### src/design/dtq_pkg.sv
// ----------------------------------------------------------------------------
// dtq_pkg
// Shared sizes, codes and link types of the delta timer queue.
// ----------------------------------------------------------------------------
package dtq_pkg;

   localparam int DEPTH      = 16;
   localparam int DELAY_BITS = 16;
   localparam int EVENT_BITS = 8;
   localparam int CNT_BITS   = $clog2(DEPTH + 1);

   typedef logic [DELAY_BITS-1:0] delay_type;
   typedef logic [EVENT_BITS-1:0] evt_type;
   typedef logic [CNT_BITS-1:0]   count_type;

   typedef enum logic [0:0] {
      CMD_INSERT = 1'b0,
      CMD_TICK   = 1'b1
   } cmd_type;

   typedef enum logic [1:0] {
      STATUS_INSERTED = 2'd0,
      STATUS_FULL     = 2'd1,
      STATUS_ZERO     = 2'd2,
      STATUS_FIRED    = 2'd3
   } status_type;

   typedef enum logic [2:0] {
      OP_HOLD   = 3'd0,
      OP_WALK   = 3'd1,
      OP_INSERT = 3'd2,
      OP_SHIFT  = 3'd3,
      OP_DEC    = 3'd4
   } cell_op_type;

   // toward the tail: walk token, remaining delay, entry for a right shift
   typedef struct packed {
      logic      tok;
      delay_type rem;
      delay_type delta;
      evt_type   evt;
   } fwd_link_type;

   // toward the head: entry for a left shift
   typedef struct packed {
      delay_type delta;
      evt_type   evt;
   } back_link_type;

   typedef struct packed {
      cell_op_type op;
      evt_type     evt;
   } cell_ctrl_type;

   typedef struct packed {
      logic    head_fire;
      logic    next_fire;
      evt_type head_evt;
   } chain_stat_type;

endpackage

### src/design/dtq_req_if.sv
// ----------------------------------------------------------------------------
// dtq_req_if
// Request channel: insert or tick command with delay and event id.
// ----------------------------------------------------------------------------
interface dtq_req_if import dtq_pkg::*; ();
   logic                  valid;
   logic                  ready;
   logic                  cmd;
   logic [DELAY_BITS-1:0] delay;
   logic [EVENT_BITS-1:0] event_id;

   modport source (output valid, output cmd, output delay, output event_id, input ready);
   modport sink   (input valid, input cmd, input delay, input event_id, output ready);
endinterface

### src/design/dtq_rsp_if.sv
// ----------------------------------------------------------------------------
// dtq_rsp_if
// Response channel: status, fired event id and last marker.
// ----------------------------------------------------------------------------
interface dtq_rsp_if import dtq_pkg::*; ();
   logic                  valid;
   logic                  ready;
   logic [1:0]            status;
   logic [EVENT_BITS-1:0] fired_event;
   logic                  last;

   modport source (output valid, output status, output fired_event, output last, input ready);
   modport sink   (input valid, input status, input fired_event, input last, output ready);
endinterface

### src/design/dtq_cell.sv
// ----------------------------------------------------------------------------
// dtq_cell
// One queue slot: relative delay, event id and the walk token of an insert.
// ----------------------------------------------------------------------------
module dtq_cell import dtq_pkg::*; (
   input  logic          clock,
   input  logic          reset,
   input  logic          head,
   input  logic          occ,
   input  cell_ctrl_type ctrl,
   input  fwd_link_type  fwd_in,
   input  back_link_type back_in,
   output fwd_link_type  fwd_out,
   output back_link_type back_out,
   output logic          hit
);

   delay_type delta_ff, delta_in;
   evt_type   evt_ff, evt_in;
   delay_type rem_ff, rem_in;
   logic      tok_ff, tok_in;
   logic      passed_ff, passed_in;
   logic      hit_ff, hit_in;
   logic      fits;

   assign fits = occ && (rem_ff >= delta_ff);

   always_comb begin
      fwd_out.tok   = tok_ff && fits;
      fwd_out.rem   = rem_ff - delta_ff;
      fwd_out.delta = hit_ff ? (delta_ff - rem_ff) : delta_ff;
      fwd_out.evt   = evt_ff;
      back_out.delta = delta_ff;
      back_out.evt   = evt_ff;
   end

   assign hit = hit_ff;

   always_comb begin
      delta_in  = delta_ff;
      evt_in    = evt_ff;
      rem_in    = rem_ff;
      tok_in    = tok_ff;
      passed_in = passed_ff;
      hit_in    = hit_ff;
      unique case (ctrl.op)
         OP_HOLD: begin
         end
         OP_WALK: begin
            // take the token from the left, pass it on or stop here
            tok_in = fwd_in.tok;
            if (fwd_in.tok) begin
               rem_in = fwd_in.rem;
            end
            if (tok_ff) begin
               if (fits) begin
                  passed_in = 1'b1;
               end else begin
                  hit_in = 1'b1;
               end
            end
         end
         OP_INSERT: begin
            if (hit_ff) begin
               delta_in = rem_ff;
               evt_in   = ctrl.evt;
            end else if (!passed_ff) begin
               delta_in = fwd_in.delta;
               evt_in   = fwd_in.evt;
            end
            tok_in    = 1'b0;
            passed_in = 1'b0;
            hit_in    = 1'b0;
         end
         OP_SHIFT: begin
            delta_in = back_in.delta;
            evt_in   = back_in.evt;
         end
         OP_DEC: begin
            if (head && (delta_ff != '0)) begin
               delta_in = delta_ff - delay_type'(1);
            end
         end
         default: begin
         end
      endcase
   end

   always_ff @(posedge clock) begin
      delta_ff <= delta_in;
      evt_ff   <= evt_in;
      rem_ff   <= rem_in;
      if (reset) begin
         tok_ff    <= 1'b0;
         passed_ff <= 1'b0;
         hit_ff    <= 1'b0;
      end else begin
         tok_ff    <= tok_in;
         passed_ff <= passed_in;
         hit_ff    <= hit_in;
      end
   end

endmodule

### src/design/dtq_ctrl.sv
// ----------------------------------------------------------------------------
// dtq_ctrl
// Sequencer: accepts commands, steers the cell chain, owns the entry count
// and the response register.
// ----------------------------------------------------------------------------
module dtq_ctrl import dtq_pkg::*; (
   input  logic               clock,
   input  logic               reset,
   dtq_req_if.sink            req,
   dtq_rsp_if.source          rsp,
   input  chain_stat_type     stat,
   input  logic [DEPTH-1:0]   hit_vec,
   output cell_ctrl_type      ctrl,
   output fwd_link_type       head_link,
   output count_type          count
);

   typedef enum logic [3:0] {
      ST_IDLE  = 4'b0001,
      ST_WALK  = 4'b0010,
      ST_FIRE  = 4'b0100,
      ST_REPLY = 4'b1000
   } state_type;

   state_type  state_ff, state_in;
   count_type  count_ff, count_in;
   evt_type    evt_ff, evt_in;
   status_type pend_ff, pend_in;
   logic       out_valid_ff, out_valid_in;
   status_type out_status_ff, out_status_in;
   evt_type    out_evt_ff, out_evt_in;
   logic       out_last_ff, out_last_in;
   logic       slot_free;
   logic       accept;
   logic       any_hit;

   assign slot_free = !out_valid_ff || rsp.ready;
   assign req.ready = (state_ff == ST_IDLE);
   assign accept    = req.valid && req.ready;
   assign any_hit   = |hit_vec;
   assign count     = count_ff;

   assign rsp.valid       = out_valid_ff;
   assign rsp.status      = out_status_ff;
   assign rsp.fired_event = out_evt_ff;
   assign rsp.last        = out_last_ff;

   always_comb begin
      state_in      = state_ff;
      count_in      = count_ff;
      evt_in        = evt_ff;
      pend_in       = pend_ff;
      out_valid_in  = out_valid_ff && !rsp.ready;
      out_status_in = out_status_ff;
      out_evt_in    = out_evt_ff;
      out_last_in   = out_last_ff;
      ctrl.op       = OP_HOLD;
      ctrl.evt      = evt_ff;
      head_link     = '0;
      unique case (state_ff)
         ST_IDLE: begin
            if (accept) begin
               if (cmd_type'(req.cmd) == CMD_INSERT) begin
                  if (req.delay == '0) begin
                     pend_in  = STATUS_ZERO;
                     state_in = ST_REPLY;
                  end else if (count_ff == count_type'(DEPTH)) begin
                     pend_in  = STATUS_FULL;
                     state_in = ST_REPLY;
                  end else begin
                     // launch the walk token at the head
                     ctrl.op       = OP_WALK;
                     head_link.tok = 1'b1;
                     head_link.rem = req.delay;
                     evt_in        = req.event_id;
                     state_in      = ST_WALK;
                  end
               end else if (count_ff != '0) begin
                  ctrl.op  = OP_DEC;
                  state_in = ST_FIRE;
               end
            end
         end
         ST_WALK: begin
            if (any_hit) begin
               ctrl.op  = OP_INSERT;
               count_in = count_ff + count_type'(1);
               pend_in  = STATUS_INSERTED;
               state_in = ST_REPLY;
            end else begin
               ctrl.op = OP_WALK;
            end
         end
         ST_FIRE: begin
            if (!stat.head_fire) begin
               state_in = ST_IDLE;
            end else if (slot_free) begin
               // report the head and drop it
               out_valid_in  = 1'b1;
               out_status_in = STATUS_FIRED;
               out_evt_in    = stat.head_evt;
               out_last_in   = !stat.next_fire;
               ctrl.op       = OP_SHIFT;
               count_in      = count_ff - count_type'(1);
               if (!stat.next_fire) begin
                  state_in = ST_IDLE;
               end
            end
         end
         ST_REPLY: begin
            if (slot_free) begin
               out_valid_in  = 1'b1;
               out_status_in = pend_ff;
               out_evt_in    = '0;
               out_last_in   = 1'b1;
               state_in      = ST_IDLE;
            end
         end
         default: begin
            state_in = ST_IDLE;
         end
      endcase
   end

   always_ff @(posedge clock) begin
      evt_ff        <= evt_in;
      pend_ff       <= pend_in;
      out_status_ff <= out_status_in;
      out_evt_ff    <= out_evt_in;
      out_last_ff   <= out_last_in;
      if (reset) begin
         state_ff     <= ST_IDLE;
         count_ff     <= '0;
         out_valid_ff <= 1'b0;
      end else begin
         state_ff     <= state_in;
         count_ff     <= count_in;
         out_valid_ff <= out_valid_in;
      end
   end

   a_count_bound: assert property (@(posedge clock) disable iff (reset)
      count_ff <= count_type'(DEPTH))
      else $error("entry count beyond depth");

   a_single_hit: assert property (@(posedge clock) disable iff (reset)
      $onehot0(hit_vec))
      else $error("more than one insert point");

   a_insert_count: assert property (@(posedge clock) disable iff (reset)
      (state_ff == ST_WALK) && any_hit |=> count_ff == $past(count_ff) + count_type'(1))
      else $error("insert did not grow the queue");

   a_walk_start: assert property (@(posedge clock) disable iff (reset)
      accept && (req.cmd == CMD_INSERT) && (req.delay != '0)
      && (count_ff != count_type'(DEPTH)) |=> state_ff == ST_WALK)
      else $error("insert did not start a walk");

endmodule

### src/design/delta_timer_queue_top.sv
// ----------------------------------------------------------------------------
// delta_timer_queue_top
// Delta-encoded timer queue built as a chain of entry cells.
//
//   channel  dir  handshake        payload
//   req      in   valid / ready    cmd, delay, event_id
//   rsp      out  valid / ready    status, fired_event, last
//
// Insert: the walk token moves one cell per cycle until it stops at the insert
//   point; then the entry is placed and the reply is registered.
// Tick: the head is decremented, then each expired entry is reported and dropped.
// Reset is synchronous and empties the queue; cell contents are not cleared.
// A response waits in the output register; the sequencer holds while it is
//   occupied and not taken.
// ----------------------------------------------------------------------------
module delta_timer_queue_top import dtq_pkg::*; (
   input  logic      clock,
   input  logic      reset,
   dtq_req_if.sink   req,
   dtq_rsp_if.source rsp
);

   cell_ctrl_type    ctrl;
   fwd_link_type     head_link;
   count_type        count;
   chain_stat_type   stat;
   logic [DEPTH-1:0] hit_vec;
   logic [DEPTH-1:0] occ;
   fwd_link_type     fwd [DEPTH+1];
   back_link_type    back [DEPTH+1];

   assign fwd[0]      = head_link;
   assign back[DEPTH] = '0;

   always_comb begin
      stat.head_fire = occ[0] && (back[0].delta == '0);
      stat.next_fire = occ[1] && (back[1].delta == '0);
      stat.head_evt  = back[0].evt;
   end

   dtq_ctrl u_ctrl (
      .clock     (clock),
      .reset     (reset),
      .req       (req),
      .rsp       (rsp),
      .stat      (stat),
      .hit_vec   (hit_vec),
      .ctrl      (ctrl),
      .head_link (head_link),
      .count     (count)
   );

   for (genvar i = 0; i < DEPTH; i++) begin : g_cell
      assign occ[i] = (count > count_type'(i));

      dtq_cell u_cell (
         .clock    (clock),
         .reset    (reset),
         .head     (i == 0),
         .occ      (occ[i]),
         .ctrl     (ctrl),
         .fwd_in   (fwd[i]),
         .back_in  (back[i+1]),
         .fwd_out  (fwd[i+1]),
         .back_out (back[i]),
         .hit      (hit_vec[i])
      );
   end

endmodule

### src/flat_wrapper.sv
// flat-port wrapper written by rule: the top's interface ports become plain ports
module delta_timer_queue_top_flat import dtq_pkg::*;
  (clock, reset, req_valid, req_cmd, req_delay, req_event_id, req_ready, rsp_valid, rsp_status, rsp_fired_event, rsp_last, rsp_ready);
  dtq_req_if req_i ();
  dtq_rsp_if rsp_i ();
  input  logic clock;
  input  logic reset;
  input wire logic [$bits(req_i.valid)-1:0] req_valid;
  input wire logic [$bits(req_i.cmd)-1:0] req_cmd;
  input wire logic [$bits(req_i.delay)-1:0] req_delay;
  input wire logic [$bits(req_i.event_id)-1:0] req_event_id;
  output wire logic [$bits(req_i.ready)-1:0] req_ready;
  output wire logic [$bits(rsp_i.valid)-1:0] rsp_valid;
  output wire logic [$bits(rsp_i.status)-1:0] rsp_status;
  output wire logic [$bits(rsp_i.fired_event)-1:0] rsp_fired_event;
  output wire logic [$bits(rsp_i.last)-1:0] rsp_last;
  input wire logic [$bits(rsp_i.ready)-1:0] rsp_ready;
  assign req_i.valid = req_valid;
  assign req_i.cmd = req_cmd;
  assign req_i.delay = req_delay;
  assign req_i.event_id = req_event_id;
  assign req_ready = req_i.ready;
  assign rsp_valid = rsp_i.valid;
  assign rsp_status = rsp_i.status;
  assign rsp_fired_event = rsp_i.fired_event;
  assign rsp_last = rsp_i.last;
  assign rsp_i.ready = rsp_ready;
  delta_timer_queue_top u_core (.clock(clock), .reset(reset), .req(req_i), .rsp(rsp_i));
endmodule
### config.mk
export PLATFORM = sky130hd
export DESIGN_NAME = delta_timer_queue_top_flat
export DESIGN_NICKNAME = d
export VERILOG_FILES = /design/src/design/dtq_pkg.sv /design/src/design/dtq_req_if.sv /design/src/design/dtq_rsp_if.sv /design/src/design/dtq_cell.sv /design/src/design/dtq_ctrl.sv /design/src/design/delta_timer_queue_top.sv /design/src/flat_wrapper.sv
export SDC_FILE = /design/constraint.sdc
export NUM_CORES = 2
export LEC_CHECK = 0
export BUFFER_PORTS_ARGS = -buffer_cell sky130_fd_sc_hd__buf_2
export CAP_MARGIN = 20
export CELL_PAD_IN_SITES_DETAIL_PLACEMENT = 1
export CELL_PAD_IN_SITES_GLOBAL_PLACEMENT = 2
export CORE_UTILIZATION = 38
export CTS_CLUSTER_DIAMETER = 60
export DETAILED_ROUTE_END_ITERATION = 16
export PLACE_DENSITY = 0.79
export SYNTH_ARGS = -nofsm -noshare
export SYNTH_HDL_FRONTEND = slang
export SYNTH_SLANG_ARGS = --single-unit
### constraint.sdc
create_clock -name clock -period 4.1 [get_ports clock]
set_input_delay 0 -clock clock [delete_from_list [all_inputs] [get_ports clock]]
set_output_delay 0 -clock clock [all_outputs]
set_load 0.01 [all_outputs]
==> flow_summary_export.csv <==
group,metric,value,unit
run_status,status,"finished clean",
timing,slew_viol_final,0,
synth,synth_edf_count,661,
power_and_ir_drop,power,0.01759,W
clocking,insertion_delay,0.72,ns
power_and_ir_drop,powerDensity,282.9,mW/mm^2
synth,synthCells,6308,
clocking,root_buffer,"clkbuf_16",
synth,ys_types,93,
job,cap_violations,0,
synth,syn_area_per_cell,8.888,sq um
grt,busiest_layer,"met2",
routing,num_vias,46837,
floorplanning,die_w,386.1,um
timing,hold_viol,0,
timing,skew,0.03288,ns
synth,ys_ff_latch,719,
worst_hold_path,hold_path_class,"input pin to flip-flop",
clocking,hold_buffers,36,
cells_and_area,syn_to_final_growth,10.91,%
clocking,cts_max_level,3,
synth,syn_nets,6856,
synth,synthArstFlopShare,0,%
floorplanning,rows,140,
placement,port_buffers,41,
placement,dpl.hpwl,141600,um
floorplanning,io_pins,42,
worst_setup_path,required,4.44,ns
cells_and_area,utilization,42.56,%
clocking,cts_tree,"yes",
cells_and_area,drive_gt1_share,6.386,%
routing,wl_per_cell,23.00,um
timing,final.setup.tns,0,ns
grt,grt_util_met2,42.88,%
power_and_ir_drop,leakagePower,24.90,nW
grt,gr-total-overflow,0,
timing,fmax,273.8,MHz
routing,drc,0,
grt,grt_pass1_vias,48444,
synth,synth_ff_type,"edfxtp_1",
synth,seq_area_frac_synth,37.47,%
cells_and_area,final_nets,6770,
grt,grt_max_degree,77,
clocking,clock_sinks,719,
worst_setup_path,slowest_stage,"and3_1",
placement,place_ws,0.4925,ns
clocking,cts_buffers,104,
worst_setup_path,path_cells,"inv_1 > ha_1 > fa_1 > nand2b_1 > a21oi_1 > a211oi_1 > a21oi_1 > o21ai_0 > a22oi_1 > and3_1",
cells_and_area,fillers,17016,
grt,grt_usage,24.94,%
grt,grt_pass1_wl,290500,um
timing,rsz0062_at_grt,"no",
clocking,cts_resized,0,
grt,grt_use_met1,33.06,%
grt,antenna_found_initial,4,
placement,dpl-instance-area,0.05825,sq mm
routing,first_pass_iters,5,
worst_setup_path,crit_type,"flip-flop to flip-flop",
floorplanning,start_util,38.38,%
worst_setup_path,max_stage_delay,0.80,ns
worst_setup_path,crit_path_frequent_cell,"a21oi_1",
floorplanning,die_h,386.1,um
timing,fin_crit,3.652,ns
clocking,clk_pin_slew_worst_paths,0.06,ns
floorplanning,die-area,0.1491,sq mm
grt,grt_util_met3,2.792,%
routing,via_per_inst,5.692,
power_and_ir_drop,vdd.ir_drop.worst,0.3324,mV
clocking,cts_buffer_depth,3,
routing,drtIter0Drc,2851,
timing,finalSetupViolations,0,
timing,maxSlewHeadroom,33.81,%
worst_setup_path,crit_family,"compound AO/OA/AOI/OAI gates",
synth,yosysWarnings,0,
worst_setup_path,cp_max_fo,17,
floorplanning,core_area,0.1461,sq mm
timing,worstMarginPinSlew,0.9917,ns
worst_setup_path,critical_path_arrival,3.99,ns
cells_and_area,fin_area,0.06218,sq mm
worst_setup_path,crit_path_end_kind,"flip-flop",
timing,fin_crit_sh,89.07,%
worst_setup_path,critPathLaunchType,"flip-flop",
synth,synth_area,0.05607,sq mm
placement,gp_congestion,0.8920,
timing,fin_ws,0.4482,ns
worst_setup_path,cp_num_buf_inv,1,
routing,wirelength,189300,um
clocking,cts_setup_buffers,0,
routing,final_antenna_net_count,0,
report_power, final:
group          switching (W)  leakage, nW  internal (W)
clock                0.00381         1.74       0.00556
sequential         0.0000367         6.44       0.00791
combinational       0.000162         16.7      0.000104
total                0.00401         24.9        0.0136
final timing paths:
check / startpoint / end / slack (ns) / depth (start not counted)
max: u_core.g_cell[14].u_cell.rem_ff[0]$_DFFE_PP_ / u_core.g_cell[15].u_cell.rem_ff[2]$_DFFE_PP_ / 0.45 / 10
min: req_event_id[1] / u_core.u_ctrl.evt_ff[1]$_DFFE_PP_ / 0.08 / 2
max reg2reg: u_core.g_cell[14].u_cell.rem_ff[0]$_DFFE_PP_ / u_core.g_cell[15].u_cell.rem_ff[2]$_DFFE_PP_ / 0.45 / 10
min reg2reg: u_core.g_cell[12].u_cell.passed_ff$_SDFFE_PP0P_ / u_core.g_cell[12].u_cell.passed_ff$_SDFFE_PP0P_ / 0.46 / 2
area by class of cell:
class / count / area [sq um] / share of cell area (%)
antenna: 1 / 2.502 / 0.004024
clock buffer: 127 / 2845 / 4.576
clock inverter: 68 / 726.9 / 1.169
inverter: 610 / 2290 / 3.682
multi-input combinational: 4587 / 31270 / 50.28
sequential: 719 / 21030 / 33.82
tap: 1917 / 2399 / 3.857
timing repair buffer: 200 / 1627 / 2.616
cell usage in the layout, fill, tap and decap left out, drive strengths merged, types with 61 or more instances in the layout:
master	count
o21ai	583
nor2b	103
nand3	130
inv	620
nand2	521
a21oi	515
xnor2	252
nor3	107
ha	489
clkbuf	127
a31oi	61
a211oi	141
xor2	100
mux2i	180
o21a	94
a21o	164
buf	164
edfxtp	661
nor2	428
kinds of logic after synthesis:
family / count (synthesis) / share of synthesized area, %
simple gates: 1559 / 12.90
fa+ha+maj: 519 / 11.98
xor+xnor: 352 / 5.499
mux: 185 / 3.314
flops: 719 / 37.47
buf+inv: 1002 / 6.855
compound gates: 1972 / 21.97
cells in the mapped netlist (42+ instances only):
cell type | count | area share (%)
mux2i_1 | 180 | 3.2
o21ai_0 | 568 | 5.1
ha_1 | 489 | 11
o21a_1 | 94 | 1.3
xnor2_1 | 252 | 3.9
a31oi_1 | 61 | 0.68
a211oi_1 | 141 | 1.9
xor2_1 | 100 | 1.6
nand3_1 | 129 | 1.2
o31ai_1 | 44 | 0.59
nand4_1 | 56 | 0.62
nor3_1 | 105 | 0.94
a21oi_1 | 515 | 4.6
nand2b_1 | 57 | 0.64
edfxtp_1 | 661 | 35
nor2b_1 | 103 | 1.1
inv_1 | 602 | 4.0
clkbuf_1 | 319 | 2.1
nand2_1 | 520 | 3.5
buf_2 | 42 | 0.37
dfxtp_1 | 58 | 2.1
o21bai_1 | 50 | 0.67
a21o_1 | 164 | 2.2
nor2_1 | 427 | 2.9
state kept, by name, indices dropped and copies added (netlist names), 2 cells and up:
register,flops
u_core.g_cell.u_cell.delta_ff,256
u_core.g_cell.u_cell.evt_ff,128
u_core.g_cell.u_cell.hit,16
u_core.g_cell.u_cell.passed_ff,16
u_core.g_cell.u_cell.rem_ff,256
u_core.g_cell.u_cell.tok_ff,16
u_core.u_ctrl.count,5
u_core.u_ctrl.evt_ff,8
u_core.u_ctrl.pend_ff,2
u_core.u_ctrl.rsp.fired_event,8
u_core.u_ctrl.rsp.status,2
u_core.u_ctrl.state_ff,4
metal layers:
metal,up-vias,wire (um)
met3,242,5834
met1,23531,87040
met5,-,8
met4,2,5054
li1,22334,-
met2,728,91320
per-stage QoR:
step | hold slack [ns] | instances
after floorplan | 0.09887 | 6308
after global placement | 0.1794 | 7997
after detailed placement | 0.1819 | 7997
after CTS | 0.02640 | 8228
after global routing | 0.05033 | 8228
final | 0.07996 | 8229
worst reg2reg max path, delay by kind of cell, from the launching register on:
kind / cells / cell delay (ns)
DFF: 1 / 0.38
and+or+nand+nor: 2 / 0.99
buffers and inverters: 1 / 0.07
AOI/OAI and AO/OA: 5 / 1.12
adders and majority gates: 2 / 0.71
(Power assumes the default switching activity.)
